===== src/rtl/assert_macros.svh =====
// assertion macros used by the converter's top level
`ifndef ASSERT_MACROS_SVH
`define ASSERT_MACROS_SVH

`ifndef SYNTHESIS

// antecedent holds, consequent must hold in the same cycle
`define ASSERT_IMPLIES(label, clk, rst_n, ante, cons) \
	label: assert property (@(posedge clk) disable iff (!rst_n) (ante) |-> (cons)) \
		else $error("same-cycle check failed");

// antecedent holds, consequent must hold in the next cycle
`define ASSERT_NEXT(label, clk, rst_n, ante, cons) \
	label: assert property (@(posedge clk) disable iff (!rst_n) (ante) |=> (cons)) \
		else $error("next-cycle check failed");

`else

`define ASSERT_IMPLIES(label, clk, rst_n, ante, cons)
`define ASSERT_NEXT(label, clk, rst_n, ante, cons)

`endif

`endif


===== src/rtl/lch_pkg.sv =====
// shared types, constants and the angle table of the lab to lch converter
package lch_pkg;

	// vector rotation datapath widths
	localparam int XY_W     = 41;
	localparam int Z_W      = 34;
	localparam int VEC_FRAC = 30;

	// chroma normalization divisor 2*127*127 and its width
	localparam int CHROMA_DIV = 32258;
	localparam int DIV_W      = 15;

	// reciprocal of 255 for the lightness rounding term
	localparam int          LIGHT_SHIFT = 24;
	localparam logic [16:0] LIGHT_RECIP = 17'd65794;

	// half and full turn in angle units of 2^-32 turn
	localparam logic signed [Z_W-1:0] HALF_TURN = Z_W'(64'h0000_0000_8000_0000);
	localparam logic signed [Z_W:0]   FULL_TURN = (Z_W+1)'(64'h0000_0001_0000_0000);

	// rotation state of one item
	typedef struct packed {
		logic signed [XY_W-1:0] x;
		logic signed [XY_W-1:0] y;
		logic signed [Z_W-1:0]  z;
	} rot_t;

	// data that rides along the pipeline untouched
	typedef struct packed {
		logic [7:0]  light;
		logic [15:0] frac;
		logic        zero;
	} side_t;

	// atan(2^-i) in turns times 2^32
	function automatic logic [29:0] angle_step(input int idx);
		logic [29:0] ang;
		case (idx)
			0:  ang = 30'h2000_0000;
			1:  ang = 30'h12E4_051E;
			2:  ang = 30'h09FB_385B;
			3:  ang = 30'h0511_11D4;
			4:  ang = 30'h028B_0D43;
			5:  ang = 30'h0145_D7E1;
			6:  ang = 30'h00A2_F61E;
			7:  ang = 30'h0051_7C55;
			8:  ang = 30'h0028_BE53;
			9:  ang = 30'h0014_5F2F;
			10: ang = 30'h000A_2F98;
			11: ang = 30'h0005_17CC;
			12: ang = 30'h0002_8BE6;
			13: ang = 30'h0001_45F3;
			14: ang = 30'h0000_A2FA;
			15: ang = 30'h0000_517D;
			16: ang = 30'h0000_28BE;
			17: ang = 30'h0000_145F;
			18: ang = 30'h0000_0A30;
			19: ang = 30'h0000_0518;
			20: ang = 30'h0000_028C;
			21: ang = 30'h0000_0146;
			22: ang = 30'h0000_00A3;
			23: ang = 30'h0000_0051;
			default: ang = '0;
		endcase
		return ang;
	endfunction

endpackage


===== src/rtl/lch_finish.sv =====
// last stage: lightness scaling, hue rounding and clamping, output register
module lch_finish
	import lch_pkg::*;
#(
	parameter int OUT_BITS = 16
) (
	input  logic                      clk,
	input  logic                      arst_n,
	input  logic                      in_valid,
	output logic                      in_ready,
	input  logic signed [Z_W-1:0]     z_in,
	input  logic [OUT_BITS-1:0]       root_in,
	input  side_t                     side_in,
	output logic                      out_valid,
	input  logic                      out_ready,
	output logic [OUT_BITS-1:0]       lightness_out,
	output logic [OUT_BITS-1:0]       chroma_out,
	output logic [OUT_BITS-1:0]       hue_out
);

	localparam int LIGHT_Q = ((1 << OUT_BITS) - 1) / 255;

	logic [32:0]         frac_prod;
	logic [OUT_BITS:0]   light_base;
	logic [OUT_BITS:0]   light_sum;
	logic signed [Z_W:0] turn;
	logic [32:0]         turn_c;
	logic [33:0]         turn_r;
	logic [OUT_BITS:0]   hue_w;
	logic [OUT_BITS-1:0] hue_nx;

	logic                valid_sf;
	logic [OUT_BITS-1:0] light_sf;
	logic [OUT_BITS-1:0] chroma_sf;
	logic [OUT_BITS-1:0] hue_sf;

	// lightness: L*q plus the remainder term divided by 255 via reciprocal
	assign frac_prod  = 33'(side_in.frac) * 33'(LIGHT_RECIP);
	assign light_base = (OUT_BITS+1)'(side_in.light) * (OUT_BITS+1)'(LIGHT_Q);
	assign light_sum  = light_base + (OUT_BITS+1)'(frac_prod[32:LIGHT_SHIFT]);

	// hue: shift angle onto 0..1 turn, clamp, round half up, saturate
	assign turn = (Z_W+1)'(z_in) + (Z_W+1)'(HALF_TURN);

	always_comb begin
		if (turn[Z_W]) begin
			turn_c = '0;
		end else if (turn > FULL_TURN) begin
			turn_c = FULL_TURN[32:0];
		end else begin
			turn_c = turn[32:0];
		end
	end

	assign turn_r = {1'b0, turn_c} + (34'd1 << (31 - OUT_BITS));
	assign hue_w  = turn_r[32:32-OUT_BITS];

	always_comb begin
		if (side_in.zero) begin
			hue_nx = '0;
		end else if (hue_w[OUT_BITS]) begin
			hue_nx = '1;
		end else begin
			hue_nx = hue_w[OUT_BITS-1:0];
		end
	end

	// output register
	assign in_ready = !valid_sf || out_ready;

	always_ff @(posedge clk or negedge arst_n) begin
		if (!arst_n) begin
			valid_sf <= 1'b0;
		end else if (in_ready) begin
			valid_sf <= in_valid;
		end
	end

	always_ff @(posedge clk) begin
		if (in_ready && in_valid) begin
			light_sf  <= light_sum[OUT_BITS-1:0];
			chroma_sf <= root_in;
			hue_sf    <= hue_nx;
		end
	end

	assign out_valid     = valid_sf;
	assign lightness_out = light_sf;
	assign chroma_out    = chroma_sf;
	assign hue_out       = hue_sf;

endmodule

===== config.mk =====
export PLATFORM = sky130hd
export DESIGN_NAME = lch_finish
export DESIGN_NICKNAME = d
export VERILOG_FILES = /design/src/rtl/assert_macros.svh /design/src/rtl/lch_pkg.sv /design/src/rtl/lch_finish.sv
export SDC_FILE = /design/constraint.sdc
export NUM_CORES = 1
export LEC_CHECK = 0
export ABC_AREA = 1
export BUFFER_PORTS_ARGS = -buffer_cell sky130_fd_sc_hd__buf_2
export CAP_MARGIN = 20
export CORE_MARGIN = 1
export CORE_UTILIZATION = 55
export CTS_BUF_LIST = sky130_fd_sc_hd__clkbuf_16
export DETAILED_ROUTE_END_ITERATION = 8
export GPL_ROUTABILITY_DRIVEN = 0
export PLACE_DENSITY_LB_ADDON = 0.12
export SLEW_MARGIN = 20
export SYNTH_ARGS = -nofsm -noshare
export SYNTH_HDL_FRONTEND = slang
export SYNTH_SLANG_ARGS = --single-unit

===== constraint.sdc =====
create_clock -name clk -period 7.8 [get_ports clk]
set_clock_uncertainty 0.1 [all_clocks]
set_input_delay 0.39 -clock clk [delete_from_list [all_inputs] [get_ports clk]]
set_output_delay 0.39 -clock clk [all_outputs]
set_load 0.02 [all_outputs]

## Word level (Yosys, flattened, before mapping)

Index checks and enable logic that the tools add are counted.
Widths: inputs -> output; s select.

| operators by class | value |
|---|---|
| $add $sub $neg | 3 |
| multiply operators | 2 |
| div/mod/pow operators | 0 |
| magnitude comparators | 1 |
| eq/ne operators | 0 |
| shifts and indexed selects | 0 |
| muxes and demuxes | 3 |
| bitwise gates (word level) | 0 |
| reductions and logical operators | 3 |

Operators by type and width:

| operator | number |
|---|---|
| $mux 33 | 2 |
| $add 34x33->35 const B | 1 |
| $gt 35x34->1 const B | 1 |
| $add 33x16->33 const B | 1 |
| $mul 16x16->32 const B | 1 |
| $add 16x9->16 | 1 |
| $mul 8x9->16 const B | 1 |
| $mux 16 | 1 |
| $logic_and 1x1->1 | 1 |
| $logic_not 1->1 | 1 |
| $logic_or 1x1->1 | 1 |

| storage, ports and cells | value |
|---|---|
| flip-flop bits (word level) | 49 |
| latch bits | 0 |
| RAM bits | 0 |
| bits in read-only memories | 0 |
| output and inout port bits | 50 |
| word-level logic and storage cells | 16 |
| memories kept | 0 |

## Depth between registers and ports, before layout

| logic depth | value |
|---|---|
| depth after elaboration | 6 |
| gate-level depth with buffers | 27 |

## Worst setup path before layout

Ideal clock, no wire load.

| timing path | value |
|---|---|
| path type | input port to flip-flop |
| start | input side_in[8] (netlist name) |
| end | register light_sf[13], in the netlist lightness_out[13], data pin |
| setup time | 0.263 ns |
| arrival time | 4.853 ns |
| required time | 7.437 ns |
| slack | 2.585 ns |
| stages | 24 |
| buffers on the path | 0 |
| cell sequence | ha_1 > ha_1 > ha_1 > ha_1 > ha_1 > nand2_1 > o21ai_0 > o21bai_1 > xor2_1 > ha_1 > ha_1 > ha_1 > inv_1 > fa_1 > inv_1 > ha_1 > fa_1 > nand3_1 > nand2_1 > a31oi_1 > o21bai_1 > a21oi_1 > nor2_1 > xor2_1 |

| between the ends | value |
|---|---|
| word-level cells in the longest chain between the ends | 2 |

Ends and longest elaborated chain:

| item | line | text |
|---|---|---|
| start, declared | lch_finish.sv:13 | `input side_t side_in,` |
| $mul 16x16->32 | lch_finish.sv:38 | `assign frac_prod = 33'(side_in.frac) * 33'(LIGHT_RECIP);` |
| $add 16x9->16 | lch_finish.sv:40 | `assign light_sum = light_base + (OUT_BITS+1)'(frac_prod[32:LIGHT_SHIFT]);` |
| net light_sum[13] | lch_finish.sv:25 | `logic [OUT_BITS:0] light_sum;` |
| end signal, assigned | lch_finish.sv:81 | `light_sf <= light_sum[OUT_BITS-1:0];` |
| end, declared | lch_finish.sv:33 | `logic [OUT_BITS-1:0] light_sf;` |

The timed path passes the listed nets, and every way through them passes these cells.
A chain may end at the register's enable or synchronous reset.

## Worst setup path after layout

| timing path | value |
|---|---|
| start | input side_in[13] (netlist name) |
| end | register light_sf[15], in the netlist lightness_out[15], data pin |

The elaborated chain is that of the path after synthesis.

==> out/results.tsv <==
metric	value	unit
status	completed	
detail_route.first_pass.iterations	4	
crit_slowest_cell	fa_1	
fillers	651	
wl_per_cell	12.44	µm
syn_area	0.004518	mm²
area_delta_synth_final	20.24	%
crit_arrival	5420	ps
place_area	0.005278	mm²
dr_total_vias	4019	
synthArstFlopShare	2.041	%
grt_pass1_vias	3615	
io_pins	129	
dpl.cell_count	765	
final_antenna_net_count	0	
cap_violations	0	
n_antenna_cell	0	
slew_violations	0	
required	7740	ps
timing.fmax	182.4	MHz
setup-violations-final	0	
postRouteWirelength	9.632	mm
cts_resized	0	
clkTransAtPathRegs	60	ps
cp_common_cell	ha_1	
cp-start-kind	input pin	
clock_latency	280	ps
yosysSeqAreaShare	32.46	%
worst-path-buf-inv	4	
endpoint_kind	register	
worstMarginPinSlew	582.6	ps
p_leak	2.915	nW
grt_overflow	0	
die_h	92.64	µm
yosys_register_bits	49	
pwr-share-clk	25.4	%
power	0.0008273	W
yosys_warnings	0	
whs	178.3	ps
worstHoldPathCells	1	
start_util	57.57	%
synth-edff-count	48	
die_area	0.008581	mm²
rows	32	
die_x	92.64	µm
ys.flop_type	edfxtp_1	
relSlewSlack	61.05	%
grt_setup_unrepaired	no	
drt_first_iter_violations	184	
htree_levels	2	
io_buffers	128	
gr-usage-all-layers	22.89	%
internal_power	0.0005514	W
grt_start_max_net_pins	49	
clk_path_buf_depth	2	
grt_first_pass_wirelength	15.86	mm
final_cells	774	
cts_buffers	5	
hp-start	root_in[1]	
worst-path-max-fanout	7	
setup-tns-final	0	ps
slowest_delay	490	ps
fin_area	0.005433	mm²
worstRegToRegCells	2	
finalCritPeriodShare	70.30	%
cts_root_buf	clkbuf_16	
drcViolationCount	0	
netlist_instances	538	
finalHoldViolCount	0	
dp.final_hpwl	8.004	mm
rrSetupSlack	6270	ps
avgSynthCellArea	8.398	µm²
r2r_end	chroma_out[9]	
coreArea	0.007848	mm²
ir_drop	0.09094	mV
drive_above_1_share	21.73	%
rr_startpoint	out_valid	
cts.sinks	49	
grt_antenna_before_repair	0	
layout.nets	845	
path_class	in2reg	
switching_share	33.35	%
period_needed	5483	ps
synth_top_area_share	31.90	%
power.switching	0.0002759	W
hold_path_end	chroma_out[1]	
hp-class	in2reg	
syn-num-nets	712	
synth_top_area_cell	edfxtp_1	
sequentialPowerShare	39.6	%
netlist-cell-type-count	33	
crit_family	adder cells	
viasPerCell	5.193	
p_per_area	152.3	mW/mm²
combPwrFrac	35.0	%
synth_top_cells_by_area	edfxtp_1, ha_1, nand2_1, nor2_1, inv_1	
cts_tree	done	
[kinds of logic (layout without fill, tap and decap cells)]
logic type      Yosys count  in the layout  synth area share [%]
compound gates           49             49                 6.619
xor+xnor                 25             25                 4.846
fa+ha+maj                95             95                 26.64
buf+inv                  73            207                 6.342
flops                    49             49                 32.46
simple gates            247            247                 23.10
[synth_stat cells, drive strengths merged, types with 2 or more instances]
master	number
a21o	2
a21oi	29
buf	4
edfxtp	48
fa	2
ha	93
inv	69
nand2	102
nand3	33
nand3b	2
nand4	10
nor2	93
nor3	5
o21ai	8
o21bai	5
xnor2	6
xor2	19
[metal layers]
| metal | up-vias | part of all wire [%] | global-route usage, % |
|---|---|---|---|
| li1 | 2072 | - | - |
| met1 | 1776 | 47 | 31.00 |
| met2 | 159 | 46 | 39.20 |
| met3 | 12 | 6.3 | 2.381 |
| met4 | 0 | 1.4 | 5.769 |
| met5 | - | 0 | 0 |
[stage by stage]
step	util (%)	setup WS, ps
2_1_floorplan	-	2585
3_3_place_gp	67.25	2268
3_5_place_dp	67.25	2093
4_1_cts	69.23	2376
5_1_grt	69.23	2014
6_report	69.23	2317
[worst max path at each step]
stage / startpoint / end / slack [ps] / cells past startpoint
after floorplan: side_in[8] / lightness_out[13] / 2580 / 24
after global placement: side_in[8] / lightness_out[13] / 2270 / 25
after detailed placement: side_in[13] / lightness_out[15] / 2090 / 27
after CTS: side_in[13] / lightness_out[15] / 2380 / 27
after global routing: side_in[13] / lightness_out[15] / 2010 / 27
final: side_in[13] / lightness_out[15] / 2320 / 27
[registers in the layout (all words and copies together) (netlist names)]
register,cells
lightness_out,16
out_valid,1
chroma_out,16
hue_out,16
[layout by cell type, fill, tap and decap left out, drive strengths merged, types with 5 or more instances in the layout]
cell,instances
a21oi,29
buf,129
clkbuf,5
edfxtp,48
ha,93
inv,70
nand2,102
nand3,33
nand4,10
nor2,93
nor3,5
o21ai,8
o21bai,5
xnor2,6
xor2,19
[repair_timing]
item                       4_1_cts  5_1_grt
hold buffers                     1        0
hold endpoints to repair         1        0
buffers inserted                 0        0
setup endpoints to repair        0        0
[power groups by stage]
stage | sequential, W | clock [W] | combinational, W
6_report | 0.000328 | 0.000210 | 0.000290
5_1_grt | 0.000330 | 0.000221 | 0.000327
4_1_cts | 0.000328 | 0.000214 | 0.000289
3_5_place_dp | 0.000334 | 0 | 0.000285
3_3_place_gp | 0.000333 | 0 | 0.000277
2_1_floorplan | 0.000365 | 0 | 0.000166
[cell type report]
| class | count | area [µm²] | area share, % |
|---|---|---|---|
| multi-input cells | 416 | 2776 | 51.11 |
| flip-flops and latches | 49 | 1466 | 26.99 |
| repair buffers | 130 | 658.1 | 12.11 |
| inverters | 69 | 259.0 | 4.767 |
| well taps | 102 | 127.6 | 2.349 |
| clock buffers | 5 | 125.1 | 2.303 |
| clock inverters | 3 | 20.02 | 0.3685 |
No activity file was read; power rests on OpenSTA's default activity.
