<file path="src/rtl/assert_macros.svh">
// assertion macros used by the converter's top level
`ifndef ASSERT_MACROS_SVH
`define ASSERT_MACROS_SVH

`ifndef SYNTHESIS

// antecedent holds, consequent must hold in the same cycle
`define ASSERT_IMPLIES(label, clk, rst_n, ante, cons) \
	label: assert property (@(posedge clk) disable iff (!rst_n) (ante) |-> (cons)) \
		else $error("same-cycle check failed");

// antecedent holds, consequent must hold in the next cycle
`define ASSERT_NEXT(label, clk, rst_n, ante, cons) \
	label: assert property (@(posedge clk) disable iff (!rst_n) (ante) |=> (cons)) \
		else $error("next-cycle check failed");

`else

`define ASSERT_IMPLIES(label, clk, rst_n, ante, cons)
`define ASSERT_NEXT(label, clk, rst_n, ante, cons)

`endif

`endif

</file>
<file path="src/rtl/lch_pkg.sv">
// shared types, constants and the angle table of the lab to lch converter
package lch_pkg;

	// vector rotation datapath widths
	localparam int XY_W     = 41;
	localparam int Z_W      = 34;
	localparam int VEC_FRAC = 30;

	// chroma normalization divisor 2*127*127 and its width
	localparam int CHROMA_DIV = 32258;
	localparam int DIV_W      = 15;

	// reciprocal of 255 for the lightness rounding term
	localparam int          LIGHT_SHIFT = 24;
	localparam logic [16:0] LIGHT_RECIP = 17'd65794;

	// half and full turn in angle units of 2^-32 turn
	localparam logic signed [Z_W-1:0] HALF_TURN = Z_W'(64'h0000_0000_8000_0000);
	localparam logic signed [Z_W:0]   FULL_TURN = (Z_W+1)'(64'h0000_0001_0000_0000);

	// rotation state of one item
	typedef struct packed {
		logic signed [XY_W-1:0] x;
		logic signed [XY_W-1:0] y;
		logic signed [Z_W-1:0]  z;
	} rot_t;

	// data that rides along the pipeline untouched
	typedef struct packed {
		logic [7:0]  light;
		logic [15:0] frac;
		logic        zero;
	} side_t;

	// atan(2^-i) in turns times 2^32
	function automatic logic [29:0] angle_step(input int idx);
		logic [29:0] ang;
		case (idx)
			0:  ang = 30'h2000_0000;
			1:  ang = 30'h12E4_051E;
			2:  ang = 30'h09FB_385B;
			3:  ang = 30'h0511_11D4;
			4:  ang = 30'h028B_0D43;
			5:  ang = 30'h0145_D7E1;
			6:  ang = 30'h00A2_F61E;
			7:  ang = 30'h0051_7C55;
			8:  ang = 30'h0028_BE53;
			9:  ang = 30'h0014_5F2F;
			10: ang = 30'h000A_2F98;
			11: ang = 30'h0005_17CC;
			12: ang = 30'h0002_8BE6;
			13: ang = 30'h0001_45F3;
			14: ang = 30'h0000_A2FA;
			15: ang = 30'h0000_517D;
			16: ang = 30'h0000_28BE;
			17: ang = 30'h0000_145F;
			18: ang = 30'h0000_0A30;
			19: ang = 30'h0000_0518;
			20: ang = 30'h0000_028C;
			21: ang = 30'h0000_0146;
			22: ang = 30'h0000_00A3;
			23: ang = 30'h0000_0051;
			default: ang = '0;
		endcase
		return ang;
	endfunction

endpackage

</file>
<file path="src/rtl/lch_step.sv">
// one pipeline step: one root bit and one vector rotation, each where in range
module lch_step
	import lch_pkg::*;
#(
	parameter int OUT_BITS       = 16,
	parameter int ROTATION_STEPS = 16,
	parameter int IDX            = 0
) (
	input  logic                      clk,
	input  logic                      arst_n,
	input  logic                      in_valid,
	output logic                      in_ready,
	input  rot_t                      rot_in,
	input  logic [2*OUT_BITS+15:0]    rem_in,
	input  logic [OUT_BITS+14:0]      acc_in,
	input  logic [OUT_BITS-1:0]       root_in,
	input  side_t                     side_in,
	output logic                      out_valid,
	input  logic                      out_ready,
	output rot_t                      rot_out,
	output logic [2*OUT_BITS+15:0]    rem_out,
	output logic [OUT_BITS+14:0]      acc_out,
	output logic [OUT_BITS-1:0]       root_out,
	output side_t                     side_out
);

	localparam int EW     = 2*OUT_BITS + 16;
	localparam int PW     = OUT_BITS + DIV_W;
	localparam bit SQ_ON  = IDX < OUT_BITS;
	localparam bit ROT_ON = IDX < ROTATION_STEPS;
	localparam int BIT_K  = SQ_ON ? OUT_BITS - 1 - IDX : 0;

	rot_t                rot_nx;
	logic [EW-1:0]       rem_nx;
	logic [PW-1:0]       acc_nx;
	logic [OUT_BITS-1:0] root_nx;

	// registers of this step, stage IDX+2 of the pipeline
	logic                valid_sk;
	rot_t                rot_sk;
	logic [EW-1:0]       rem_sk;
	logic [PW-1:0]       acc_sk;
	logic [OUT_BITS-1:0] root_sk;
	side_t               side_sk;

	// vector rotation toward the x axis, accumulating the angle
	if (ROT_ON) begin : g_rot
		localparam logic signed [Z_W-1:0] ANG = Z_W'(angle_step(IDX));
		logic signed [XY_W-1:0] dx;
		logic signed [XY_W-1:0] dy;

		assign dx = rot_in.y >>> IDX;
		assign dy = rot_in.x >>> IDX;

		always_comb begin
			if (!rot_in.y[XY_W-1]) begin
				rot_nx.x = rot_in.x + dx;
				rot_nx.y = rot_in.y - dy;
				rot_nx.z = rot_in.z + ANG;
			end else begin
				rot_nx.x = rot_in.x - dx;
				rot_nx.y = rot_in.y + dy;
				rot_nx.z = rot_in.z - ANG;
			end
		end
	end else begin : g_rot_pass
		assign rot_nx = rot_in;
	end

	// restoring square root bit: try (c + 2^k)^2 * div against the remainder
	if (SQ_ON) begin : g_sqrt
		logic [EW-1:0] delta;
		logic          take;

		assign delta = (EW'(acc_in) << (BIT_K + 1)) + (EW'(CHROMA_DIV) << (2*BIT_K));
		assign take  = rem_in >= delta;

		assign rem_nx  = take ? rem_in - delta : rem_in;
		assign acc_nx  = take ? acc_in + (PW'(CHROMA_DIV) << BIT_K) : acc_in;
		assign root_nx = take ? root_in | (OUT_BITS'(1) << BIT_K) : root_in;
	end else begin : g_sqrt_pass
		assign rem_nx  = rem_in;
		assign acc_nx  = acc_in;
		assign root_nx = root_in;
	end

	// stage register
	assign in_ready = !valid_sk || out_ready;

	always_ff @(posedge clk or negedge arst_n) begin
		if (!arst_n) begin
			valid_sk <= 1'b0;
		end else if (in_ready) begin
			valid_sk <= in_valid;
		end
	end

	always_ff @(posedge clk) begin
		if (in_ready && in_valid) begin
			rot_sk  <= rot_nx;
			rem_sk  <= rem_nx;
			acc_sk  <= acc_nx;
			root_sk <= root_nx;
			side_sk <= side_in;
		end
	end

	assign out_valid = valid_sk;
	assign rot_out   = rot_sk;
	assign rem_out   = rem_sk;
	assign acc_out   = acc_sk;
	assign root_out  = root_sk;
	assign side_out  = side_sk;

endmodule

</file>
<file path="config.mk">
export PLATFORM = sky130hd
export DESIGN_NAME = lch_step
export DESIGN_NICKNAME = d
export VERILOG_FILES = /design/src/rtl/assert_macros.svh /design/src/rtl/lch_pkg.sv /design/src/rtl/lch_step.sv
export SDC_FILE = /design/constraint.sdc
export NUM_CORES = 1
export LEC_CHECK = 0
export BUFFER_PORTS_ARGS = -buffer_cell sky130_fd_sc_hd__buf_2
export CAP_MARGIN = 20
export CELL_PAD_IN_SITES_DETAIL_PLACEMENT = 0
export CELL_PAD_IN_SITES_GLOBAL_PLACEMENT = 1
export CORE_MARGIN = 2
export CORE_UTILIZATION = 45
export CTS_BUF_LIST = sky130_fd_sc_hd__clkbuf_2 sky130_fd_sc_hd__clkbuf_4 sky130_fd_sc_hd__clkbuf_8
export DETAILED_ROUTE_END_ITERATION = 8
export PLACE_DENSITY_LB_ADDON = 0.1
export SLEW_MARGIN = 20
export SYNTH_ARGS = -nofsm -noshare
export SYNTH_HDL_FRONTEND = slang
export SYNTH_SLANG_ARGS = --single-unit
</file>
<file path="constraint.sdc">
create_clock -name clk -period 18.1 [get_ports clk]
set_input_delay 1.81 -clock clk [delete_from_list [all_inputs] [get_ports clk]]
set_output_delay 1.81 -clock clk [all_outputs]
set_load 0.02 [all_outputs]
</file>
# Word level (Yosys, flattened, before mapping)

Cells that the tools add are included.

Register bits: 237
Latch bits: 0
Memory bits (writable): 0
Memory bits (read-only): 0
Bits of input ports: 240
Output and inout bits: 238
Memories kept: 0

$add $sub $neg: 8
Multipliers: 0
Divide/modulo/power cells: 0
Order comparisons: 1
Equal/unequal tests: 0
Shift-type cells: 0
Mux-type cells: 3
Bitwise logic cells: 0
Reduce and logical (&&, ||, !) cells: 3

Operator list:

| kind                     | number |
|---|---|
| $mux W116                | 1 |
| $sub A41 B41 Y41         | 2 |
| $add A47 B45 Y48 const B | 1 |
| $ge A48 B48 Y1           | 1 |
| $mux W48                 | 1 |
| $sub A48 B48 Y48         | 1 |
| $add A41 B41 Y41         | 1 |
| $add A34 B31 Y34 const B | 1 |
| $sub A34 B31 Y34 const B | 1 |
| $add A31 B30 Y31 const B | 1 |
| $mux W31                 | 1 |
| $logic_and A1 B1 Y1      | 1 |
| $logic_not A1 Y1         | 1 |
| $logic_or A1 B1 Y1       | 1 |

# Logic depth before layout (Yosys ltp)

Gate-level depths: netlist (run 1).

Depth after elaboration: 3
Gate-level depth with buffers: 19
Mapped depth without buffers: 16

# Worst setup path after synthesis (run 1)

Ideal clock, no wire load.

Path type: input to register
Start: input port out_ready
End: register acc_sk[0], in the netlist acc_out[0], enable pin
Data arrival time: 7451 ps
Required time: 17476 ps
Setup slack: 10025 ps
Cell stages on the path: 2
Path buffers: 0
Path through: nand2b_1 -> and2_1

Word-level cells in the longest chain between the ends: 2

Ends and longest elaborated chain:

| element              | line            | source |
|---|---|---|
| from (decl)          | lch_step.sv:19  | `input logic out_ready,` |
| $logic_or A1 B1 Y1   | lch_step.sv:88  | `assign in_ready = !valid_sk \|\| out_ready;` |
| $logic_and A1 B1 Y1  | lch_step.sv:99  | `if (in_ready && in_valid) begin` |
| to (signal assigned) | lch_step.sv:102 | `acc_sk <= acc_nx;` |
| to (decl)            | lch_step.sv:42  | `logic [PW-1:0] acc_sk;` |

No other way between the ends.
A chain may end at the register's enable or synchronous reset.

# Worst setup path after layout (run 1)

Start: input port acc_in[16]
End: register rem_sk[44], in the netlist rem_out[44] (data pin)

Word-level cells in the longest chain between the ends: 3

Ends and longest elaborated chain:

| element                                            | line                           | source |
|---|---|---|
| from (decl)                                        | lch_step.sv:15                 | `input logic [OUT_BITS+14:0] acc_in,` |
| $add A47 B45 Y48 *                                 | lch_step.sv:75                 | `assign delta = (EW'(acc_in) << (BIT_K + 1)) + (EW'(CHROMA_DIV) << (2*BIT_K));` |
| $sub A48 B48 Y48 or $ge A48 B48 Y1 (tied branches) | lch_step.sv:78, lch_step.sv:76 |  |
| $mux W48 *                                         | lch_step.sv:78                 | `assign rem_nx = take ? rem_in - delta : rem_in;` |
| via rem_nx[44]                                     | lch_step.sv:34                 | `logic [EW-1:0] rem_nx;` |
| to (signal assigned)                               | lch_step.sv:101                | `rem_sk <= rem_nx;` |
| to (decl)                                          | lch_step.sv:41                 | `logic [EW-1:0] rem_sk;` |

The timed path passes the listed nets; every way through them passes the cells marked *.

==> results.yml, run 1 <==
worst_setup_path:
  reg2reg_depth: 4
  crit_top_cell: "and3_1"
  max_stage_delay_ns: 0.58
  rrSetupSlack_ns: 15.24
  worst_setup_path_start_kind: "primary input"
  arrival_ns: 5.62
  rr_endpoint: "rot_out[13]"
  end_kind: "register"
  critical_path_class: "in2reg"
  cp_slowest_cell: "buf_4"
  crit_fanout: 67
  path_cells: "buf_2, ha_1, and3_1, and3_1, and3_1, nor2b_1, xnor2_1, ha_1, nand4_1, nor3_1, a311oi_1, o21ai_0, or2_2, buf_4, mux2_2"
  timing.rr.start: "out_valid"
  crit_end: "rem_out[44]"
  crit_start: "acc_in[16]"
  crit_required_ns: 18.46
synthesis:
  synth.avg_cell_area_um2: 9.303
  synth_top_area_frac: 0.3975
  yosysUniqueCellTypes: 82
  yosysWarnings: 0
  synth-async-reset-ratio: 0.004237
  postSynthCellCount: 1908
  syn_nets: 2310
  netlist_top_cells_area: "edfxtp_1, ha_1, a21oi_1"
  synthTopCellsByCount: "a21oi_1, edfxtp_1, ha_1, inv_1, nor2_1"
  synth_top_flop_cell: "edfxtp_1"
  yosysMostFrequentCell: "a21oi_1"
  synthesis.area_um2: 17750
  synth_seq_cells: 236
  synth_edf_count: 235
  yosysSeqAreaShare: 0.3990
  synth_top_area_cell: "edfxtp_1"
sta:
  fin_ws_ns: 12.83
  fmax_ghz: 0.1899
  slew_headroom: 0.2862
  rsz0062_at_grt: "false"
  hold_viol: 0
  fin_skew_ns: 0.01920
  tightest_slew_ns: 1.071
  period_minus_slack_ns: 5.266
  fin_tns_setup_ns: 0
  finalSetupViolCount: 0
  slew_viol_final: 0
  fin_crit_sh: 0.2910
power:
  power.switching_w: 0.0006202
  leakage_nw: 9.295
  finalPower_w: 0.001741
  p_sw_frac: 0.3562
  ir_drop_mv: 0.05558
  pwr-share-comb: 0.334
  clkPwrFrac: 0.273
  intPower_w: 0.001121
  p_per_area_nw_per_um2: 81.76
  pwr-share-seq: 0.393
clock_tree:
  cts_buffers: 42
  cts_buffer_depth: 3
  h-tree-depth: 2
  path_clk_slew_ns: 0.05
  insertion_delay_ns: 0.61
  cts_tree: "done"
  cts.sinks: 236
  cts_root_buffer: "clkbuf_8"
  ctsHoldBuffers: 0
  cts_resized: 0
  postCtsSetupRepairBufs: 0
final_layout:
  drive_gt1_frac: 0.2455
  multiInputGateArea_um2: 9757
  stdcell_count: 2905
  nets: 2760
  register_area_um2: 7082
  fillers: 3671
  area_growth_pct: 19.96
placement:
  dp_hpwl_mm: 51.64
  gp_congestion: 0.9834
  placed_cells: 2832
  io_buffers: 477
  dp_slack_ns: 12.26
routing:
  route.vias.total: 16790
  avgViaCountPerCell: 5.779
  totalWireLength_mm: 64.65
  firstDrtPassIters: 6
  drt-initial-drc-count: 1463
  drc: 0
  final_antenna_net_count: 0
  routedWlPerCell_um: 22.25
global_routing:
  grt_start_max_net_pins: 84
  grt-ovfl-total: 0
  grt_use_met2: 0.5256
  grt_util_met1: 0.3996
  grt_pass1_wl_mm: 96.64
  grt_busiest_layer: "met2"
  grt_pass1_vias: 16260
  met3_usage: 0.04623
  antenna_found_initial: 10
  grt.total_usage: 0.3045
hold_path:
  worstHoldStart: "out_valid"
  hold_path.class: "reg2reg"
outcome:
  status: "complete, no violations"
die:
  io_pins: 478
  fp.dieArea_um2: 41050
  placeableCoreArea_um2: 38830
  start_util: 0.4572
  chipWidth_um: 202.6
  die_h_um: 202.6
  core.rowCount: 72
job:
  drv_cap: 0
## area by class of cell
type | instances | share of cell area
diodes | 4 | 0.0004701
clock buffers | 57 | 0.03273
flip-flops and latches | 236 | 0.3326
multi-input cells | 1436 | 0.4582
well taps | 518 | 0.03044
inverters | 159 | 0.02803
repair buffers | 483 | 0.1142
clock inverters | 12 | 0.003349
## worst min path at each step
stage	endpoint	slack, ns	cells after the start
after global routing	out_valid	0.56	2
after CTS	out_valid	0.54	2
after detailed placement	out_valid	0.52	2
final	out_valid	0.53	2
after floorplan	out_valid	0.78	2
after global placement	out_valid	0.50	2
## placed cells by master, fill, tap and decap left out, types with 48 or more instances in the layout
cell type and n:
buf_2 477, a21oi_1 249, edfxtp_1 235, ha_1 157
inv_1 152, nor2_1 143, nand2_1 117, o21ai_0 111
xnor2_1 109, a21o_1 48
## registers in the layout, indices dropped and copies added, names as in the netlist
name	cells
root_out	16
out_valid	1
side_out	25
acc_out	31
rem_out	48
rot_out	115
## power by group through the flow
stage               Combinational, W  Clock [W]  Sequential, W
floorplan                   0.000315          0       0.000762
global placement            0.000568          0       0.000694
detailed placement          0.000570          0       0.000695
CTS                         0.000574   0.000492       0.000685
global route                0.000625   0.000514       0.000688
finish                      0.000581   0.000476       0.000684
## cells by family (layout without fill, tap and decap cells)
logic type	after synthesis	in the layout	share of synthesized area
xor+xnor	139	139	0.06858
simple gates	489	489	0.1334
flops	236	236	0.3990
buf+inv	236	711	0.05153
mux	30	30	0.01755
compound gates	616	616	0.2136
fa+ha+maj	162	162	0.1163
other cells	0	4	0
## critical path: cells and delay by family
kind,cells,cell delay [ns]
simple gates,7,1.50
buf+inv,2,0.74
fa+ha+maj,2,0.65
mux,1,0.42
compound gates,2,0.40
xor+xnor,1,0.09
## stage by stage
| stage | instance area, um^2 | hold slack [ns] | utilization |
|---|---|---|---|
| 2_1_floorplan | 17750 | 0.7826 | - |
| 3_3_place_gp | 20520 | 0.5047 | 0.5284 |
| 3_5_place_dp | 20520 | 0.5177 | 0.5284 |
| 4_1_cts | 21280 | 0.5356 | 0.5482 |
| 5_1_grt | 21290 | 0.5615 | 0.5482 |
| 6_report | 21290 | 0.5282 | 0.5484 |
## metal layers
metal	share of wire	vias to the layer above
met5	0.00019	-
met4	0.028	2
met3	0.070	137
met2	0.48	755
met1	0.42	8035
li1	-	7860
Note: power is estimated with default switching activity, not from simulation.
==> run 2: changes to the inputs <==
--- a/config.mk
+++ b/config.mk
@@ -5,12 +5,13 @@
 export SDC_FILE = /design/constraint.sdc
 export NUM_CORES = 1
 export LEC_CHECK = 0
+export ABC_AREA = 1
 export BUFFER_PORTS_ARGS = -buffer_cell sky130_fd_sc_hd__buf_2
 export CAP_MARGIN = 20
 export CELL_PAD_IN_SITES_DETAIL_PLACEMENT = 0
 export CELL_PAD_IN_SITES_GLOBAL_PLACEMENT = 1
 export CORE_MARGIN = 2
-export CORE_UTILIZATION = 45
+export CORE_UTILIZATION = 40
 export CTS_BUF_LIST = sky130_fd_sc_hd__clkbuf_2 sky130_fd_sc_hd__clkbuf_4 sky130_fd_sc_hd__clkbuf_8
 export DETAILED_ROUTE_END_ITERATION = 8
 export PLACE_DENSITY_LB_ADDON = 0.1
==> constraint.sdc (replaced) <==
create_clock -name clk -period 5.4 [get_ports clk]
set_input_delay 0.54 -clock clk [delete_from_list [all_inputs] [get_ports clk]]
set_output_delay 0.54 -clock clk [all_outputs]
set_load 0.02 [all_outputs]
==> run 2 against run 1 <==
  * Synthesized area is 14% higher
  * Clock power increased to 3.6 times the previous value
  * Sequential cell count stayed put
  * Global-route usage increased by 0.33 points
  * Power increased to 3.5 times the previous value
  * Critical path depth rose by 1
  * Die area rose by 28%
  * Highest routed layer is now met4
  * Critical path type unchanged
  * Sequential power grew to 3.3 times the previous value
  * Critical endpoint is now rem_out[20]
  * Hold slack lost 0.45 ns
  * Utilization down 6.8 points
  * First-iteration DRC count shrank 0.68%
  * Count of clock-buffer cells in the layout up 4
==> results.yml, run 2 <==
outcome:
  status: "complete, no violations"
sta:
  fin_skew_ns: 0.03663
  rsz0062_at_grt: "false"
  slew_headroom: 0.4428
  period_minus_slack_ns: 3.506
  timing.hold.ws_ns: 0.07519
  finalSetupViolCount: 0
  hold_viol: 0
  fin_tns_setup_ns: 0
  fmax_ghz: 0.2852
  slew_viol_final: 0
  fin_crit_sh: 0.6492
  tightest_slew_ns: 0.8359
global_routing:
  grt.total_usage: 0.3078
  antenna_found_initial: 7
  grt_start_max_net_pins: 131
  grt_pass1_wl_mm: 122.7
  grt_pass1_vias: 20800
  grt-ovfl-total: 0
placement:
  placed_cells: 4027
  gp_congestion: 1.003
  dp_hpwl_mm: 69.78
  io_buffers: 477
synthesis:
  syn_nets: 3338
  synth-async-reset-ratio: 0.004237
  synth_top_area_cell: "edfxtp_1"
  synth_edf_count: 235
  synth_top_area_frac: 0.3490
  synthesis.area_um2: 20220
  yosysWarnings: 0
  synthTopCellsByCount: "nand2_1, inv_1, nand3_1, nor2_1, edfxtp_1"
  yosysSeqAreaShare: 0.3502
  synth_seq_cells: 236
  yosysMostFrequentCell: "nand2_1"
  netlist_top_cells_area: "edfxtp_1, nand2_1, ha_1"
  synth_top_flop_cell: "edfxtp_1"
  postSynthCellCount: 2936
  synth.avg_cell_area_um2: 6.887
  yosysUniqueCellTypes: 43
final_layout:
  area_growth_pct: 19.08
  final_core_util: 0.4809
  nets: 3803
  drive_gt1_frac: 0.1694
  largest_register_ffs: 115
  most-common-layout-cells: "nand2_1, inv_1, buf_2, nand3_1, nor2_1"
  stdcell_count: 4108
  mostFrequentLayoutCell: "nand2_1"
die:
  chipWidth_um: 228.8
  placeableCoreArea_um2: 50070
  fp.dieArea_um2: 52370
  io_pins: 478
  start_util: 0.4039
  core.rowCount: 82
  die_h_um: 228.8
power:
  pwr-share-comb: 0.348
  p_per_area_nw_per_um2: 255.0
  power.switching_w: 0.002370
  p_sw_frac: 0.3859
  pwr-share-seq: 0.371
  clkPwrFrac: 0.281
  leakage_nw: 12.47
  ir_drop_mv: 0.1721
  intPower_w: 0.003772
worst_setup_path:
  path_cells: "buf_2, ha_1, inv_1, nor3_1, xor2_1, o21ai_0, ha_1, nand2_1, nor2_1, nand2_1, nand2_1, a21oi_4, nand3_2, buf_4, nor2_1, a21oi_2"
  max_stage_delay_ns: 0.49
  cp_num_buf_inv: 3
  arrival_ns: 3.85
  cp_slowest_cell: "nor3_1"
  crit_start: "acc_in[17]"
  timing.rr.start: "out_valid"
  crit_top_cell: "nand2_1"
  critical_path_class: "in2reg"
  worst_setup_path_start_kind: "primary input"
  end_kind: "register"
  crit_fanout: 39
  crit_required_ns: 5.74
  cp_top_family: "simple AND/OR/NAND/NOR gates"
routing:
  totalWireLength_mm: 82.79
  final_antenna_net_count: 0
  drt-initial-drc-count: 1453
  route.vias.total: 21280
  routedWlPerCell_um: 20.15
  avgViaCountPerCell: 5.180
  firstDrtPassIters: 6
  drc: 0
hold_path:
  hold_path.class: "in2reg"
  worstHoldStart: "rot_in[14]"
clock_tree:
  cts_buffers: 43
  cts_root_buffer: "clkbuf_8"
  postCtsSetupRepairBufs: 0
  cts_buffer_depth: 3
  cts.sinks: 236
  cts_tree: "done"
  path_clk_slew_ns: 0.06
  h-tree-depth: 2
  insertion_delay_ns: 0.64
job:
  drv_cap: 0
[run 2: logic make-up after synthesis]
group / count (synthesis) / synth area share
xor gates and xnor gates: 64 / 0.02772
AOI/OAI and AO/OA: 370 / 0.09975
buffers and inverters: 553 / 0.1071
and+or+nand+nor: 1548 / 0.3116
adders and majority gates: 162 / 0.1021
muxes: 3 / 0.001485
DFF: 236 / 0.3502
[run 2: metal layers]
| layer | vias to the layer above | share of wire | global-route usage |
|---|---|---|---|
| li1 | 10350 | - | - |
| met1 | 9973 | 0.41 | 0.3786 |
| met2 | 773 | 0.47 | 0.5261 |
| met3 | 181 | 0.059 | 0.04204 |
| met4 | 0 | 0.054 | 0.1595 |
| met5 | - | 0 | 0 |
[run 2: power groups by stage]
stage / sequential [W] / combinational, W / clock [W]
after floorplan: 0.00251 / 0.00117 / 0
after global placement: 0.00231 / 0.00210 / 0
after detailed placement: 0.00231 / 0.00211 / 0
after CTS: 0.00228 / 0.00212 / 0.00179
after global routing: 0.00229 / 0.00235 / 0.00184
final: 0.00228 / 0.00214 / 0.00173
[run 2: what timing repair did]
| item | in CTS | in global routing |
|---|---|---|
| endpoints found under the hold margin | 1 | 0 |
| hold buffers | 1 | 0 |
| resized for setup | 0 | 0 |
[run 2: through the flow]
stage,worst slack (ns),instance area (um^2),total power (W)
after floorplan,0.4094,20230,0.003674
after global placement,1.312,23220,0.004413
after detailed placement,1.249,23220,0.004427
after CTS,1.940,24060,0.006188
after global routing,1.586,24080,0.006484
final,1.894,24080,0.006141
[run 2: final timing paths]
| path | endpoint | slack [ns] | cells after the start |
|---|---|---|---|
| setup / recovery | rem_out[20] | 1.89 | 16 |
| hold / removal | rot_out[14] | 0.08 | 1 |
| setup reg to reg | rot_out[106] | 3.17 | 3 |
| hold reg to reg | out_valid | 0.60 | 2 |
| max in group asynchronous | out_valid | 5.06 | 2 |
| min in group asynchronous | out_valid | 0.26 | 2 |
[run 2: area by class of cell]
class,instances,area (um^2)
flip-flops and latches,236,7082
inverters,488,1832
clock buffers,61,752.0
fillers,5310,25990
diodes,6,15.01
multi-input cells,2147,10980
clock inverters,13,86.33
well taps,672,840.8
repair buffers,485,2487
==> run 3: changes to the inputs <==
==> constraint.sdc (replaced) <==
create_clock -name clk -period 3.46 [get_ports clk]
set_input_delay 0.346 -clock clk [delete_from_list [all_inputs] [get_ports clk]]
set_output_delay 0.346 -clock clk [all_outputs]
set_load 0.02 [all_outputs]
==> run 3 against run 2 <==
  * Combinational power increased by 67%
  * Count of clock-buffer cells in the layout down 5
  * Sequential power grew 56%
  * Hold slack worse by 0.040 ns
  * Register-to-register slack worse by 1.5 ns
  * Global-route usage increased by 1.2 points
  * Clock skew increased by 0.0046 ns
  * Sequential cell count unchanged
  * Cell count grew 4.0%
  * Sequential share of layout area shrank 1.9 points
  * Clock power is 64% higher
  * Die area did not move
  * Critical endpoint is now rem_out[26]
==> results.yml, run 3 (same netlist as run 2, synthesis figures left out) <==
worst_setup_path:
  crit_fanout: 22
  arrival_ns: 3.67
  rrSetupSlack_ns: 1.69
  worst_setup_path_start_kind: "primary input"
  end_kind: "register"
  crit_required_ns: 3.94
  critical_path_class: "in2reg"
clock_tree:
  cts.sinks: 236
  cts_buffer_depth: 3
  cts_root_buffer: "clkbuf_8"
  cts_buffers: 44
  insertion_delay_ns: 0.65
  path_clk_slew_ns: 0.06
  h-tree-depth: 2
  cts_tree: "done"
die:
  die_h_um: 228.8
  start_util: 0.4039
  placeableCoreArea_um2: 50070
  fp.dieArea_um2: 52370
  core.rowCount: 82
  io_pins: 478
  chipWidth_um: 228.8
sta:
  rsz0062_at_grt: "false"
  period_minus_slack_ns: 3.190
  fin_tns_setup_ns: 0
  fin_skew_ns: 0.04125
  fmax_ghz: 0.3135
  slew_headroom: 0.4326
  finalSetupViolCount: 0
  slew_viol_final: 0
  hold_viol: 0
  tightest_slew_ns: 0.8511
  fin_crit_sh: 0.9219
final_layout:
  drive_gt1_frac: 0.1784
  nets: 3967
  largest_register_ffs: 115
  final_cell_area_um2: 25700
  mostFrequentLayoutCell: "nand2_1"
  most-common-layout-cells: "nand2_1, inv_1, buf_2, nand3_1, nor2_1"
  area_growth_pct: 27.12
power:
  ir_drop_mv: 0.2802
  p_per_area_nw_per_um2: 387.8
  leakage_nw: 13.24
routing:
  drt-initial-drc-count: 1568
  final_antenna_net_count: 0
  drc: 0
  totalWireLength_mm: 85.85
  route.vias.total: 21850
  avgViaCountPerCell: 5.114
  firstDrtPassIters: 7
  routedWlPerCell_um: 20.09
placement:
  dpl-instance-area_um2: 23660
  io_buffers: 477
  gp_congestion: 0.9844
  dp_hpwl_mm: 70.24
global_routing:
  antenna_found_initial: 3
  grt.total_usage: 0.3196
  grt_start_max_net_pins: 130
  grt-ovfl-total: 0
  grt_pass1_vias: 21950
  grt_pass1_wl_mm: 127.7
job:
  drv_cap: 0
outcome:
  status: "complete, no violations"
hold_path:
  hold_path.class: "in2reg"
[run 3: cell count changes in the layout (fill, tap and decap cells not counted), moves of 2 or more]
cell,before,now
dlygate4sd3_1,1,107
buf_4,4,56
clkinv_1,6,11
buf_12,3,6
clkbuf_8,47,44
diode_2,6,3
bufinv_16,0,2
clkbuf_4,14,12
clkinv_2,5,7
[run 3: final cells by class]
type	instances	area (um^2)
antenna	3	7.507
clock buffer	56	695.7
clock inverter	23	192.7
fill	5115	24360
inverter	488	1839
multi-input combinational	2147	11010
sequential	236	7083
tap	672	840.8
timing repair buffer	648	4035
[run 3: final timing paths]
check                                 from           to  cells past startpoint
worst max-delay path            acc_in[21]  rem_out[26]                     22
worst max register to register   out_valid  rot_out[71]                      2
worst min register to register   out_valid  root_out[4]                      2
min in group asynchronous           arst_n    out_valid                      3
worst min-delay path            acc_in[15]  acc_out[15]                      2
max in group asynchronous           arst_n    out_valid                      3
[run 3: layer usage]
layer  part of all wire  up-vias  GRT usage
met5                  0        -          0
met4              0.047        0     0.1384
met3              0.057      173    0.04491
met2               0.49      801     0.5665
met1               0.41    10210     0.3860
li1                   -    10670          -
[run 3: repair_timing]
| item | in CTS | in global routing |
|---|---|---|
| hold endpoints to repair | 105 | 0 |
| resized for setup | 0 | 6 |
| setup buffers | 0 | 1 |
| hold buffers | 107 | 0 |
| endpoints found under the setup margin | 0 | 47 |
[run 3: power by group]
part | switching, W | internal, W | total, W
Sequential | 0.0000791 | 0.00348 | 0.00356
Clock | 0.00135 | 0.00149 | 0.00284
Combinational | 0.00241 | 0.00116 | 0.00357
[run 3: critical path: stages]
cell and delay, ns:
dlygate4sd3_1 0.53, buf_2 0.13, inv_1 0.08, nor2_1 0.13, nand3_1 0.11, nor2_1 0.10
nand2_1 0.09, nand3_1 0.13, nor2_2 0.06, buf_4 0.13, xor2_1 0.13, ha_1 0.29
nand2_1 0.11, nor3_4 0.15, nand2_1 0.13, nor2_4 0.14, nand4_1 0.17, nand3_4 0.20
buf_12 0.13, clkbuf_16 0.19, nor2_1 0.05, a21oi_1 0.13
[run 3: stage by stage]
step           power (W)  hold WS [ns]  setup slack (ns)  cells  utilization
2_1_floorplan   0.005735       0.05041            -1.322   2936            -
3_3_place_gp    0.006976        0.1232           0.07417   4082       0.4726
3_5_place_dp    0.006997        0.1216           0.02919   4082       0.4726
4_1_cts         0.009972      0.001006            0.2326   4268       0.5117
5_1_grt          0.01050       0.02334           0.06345   4272       0.5133
6_report        0.009967       0.03489            0.2702   4273       0.5134
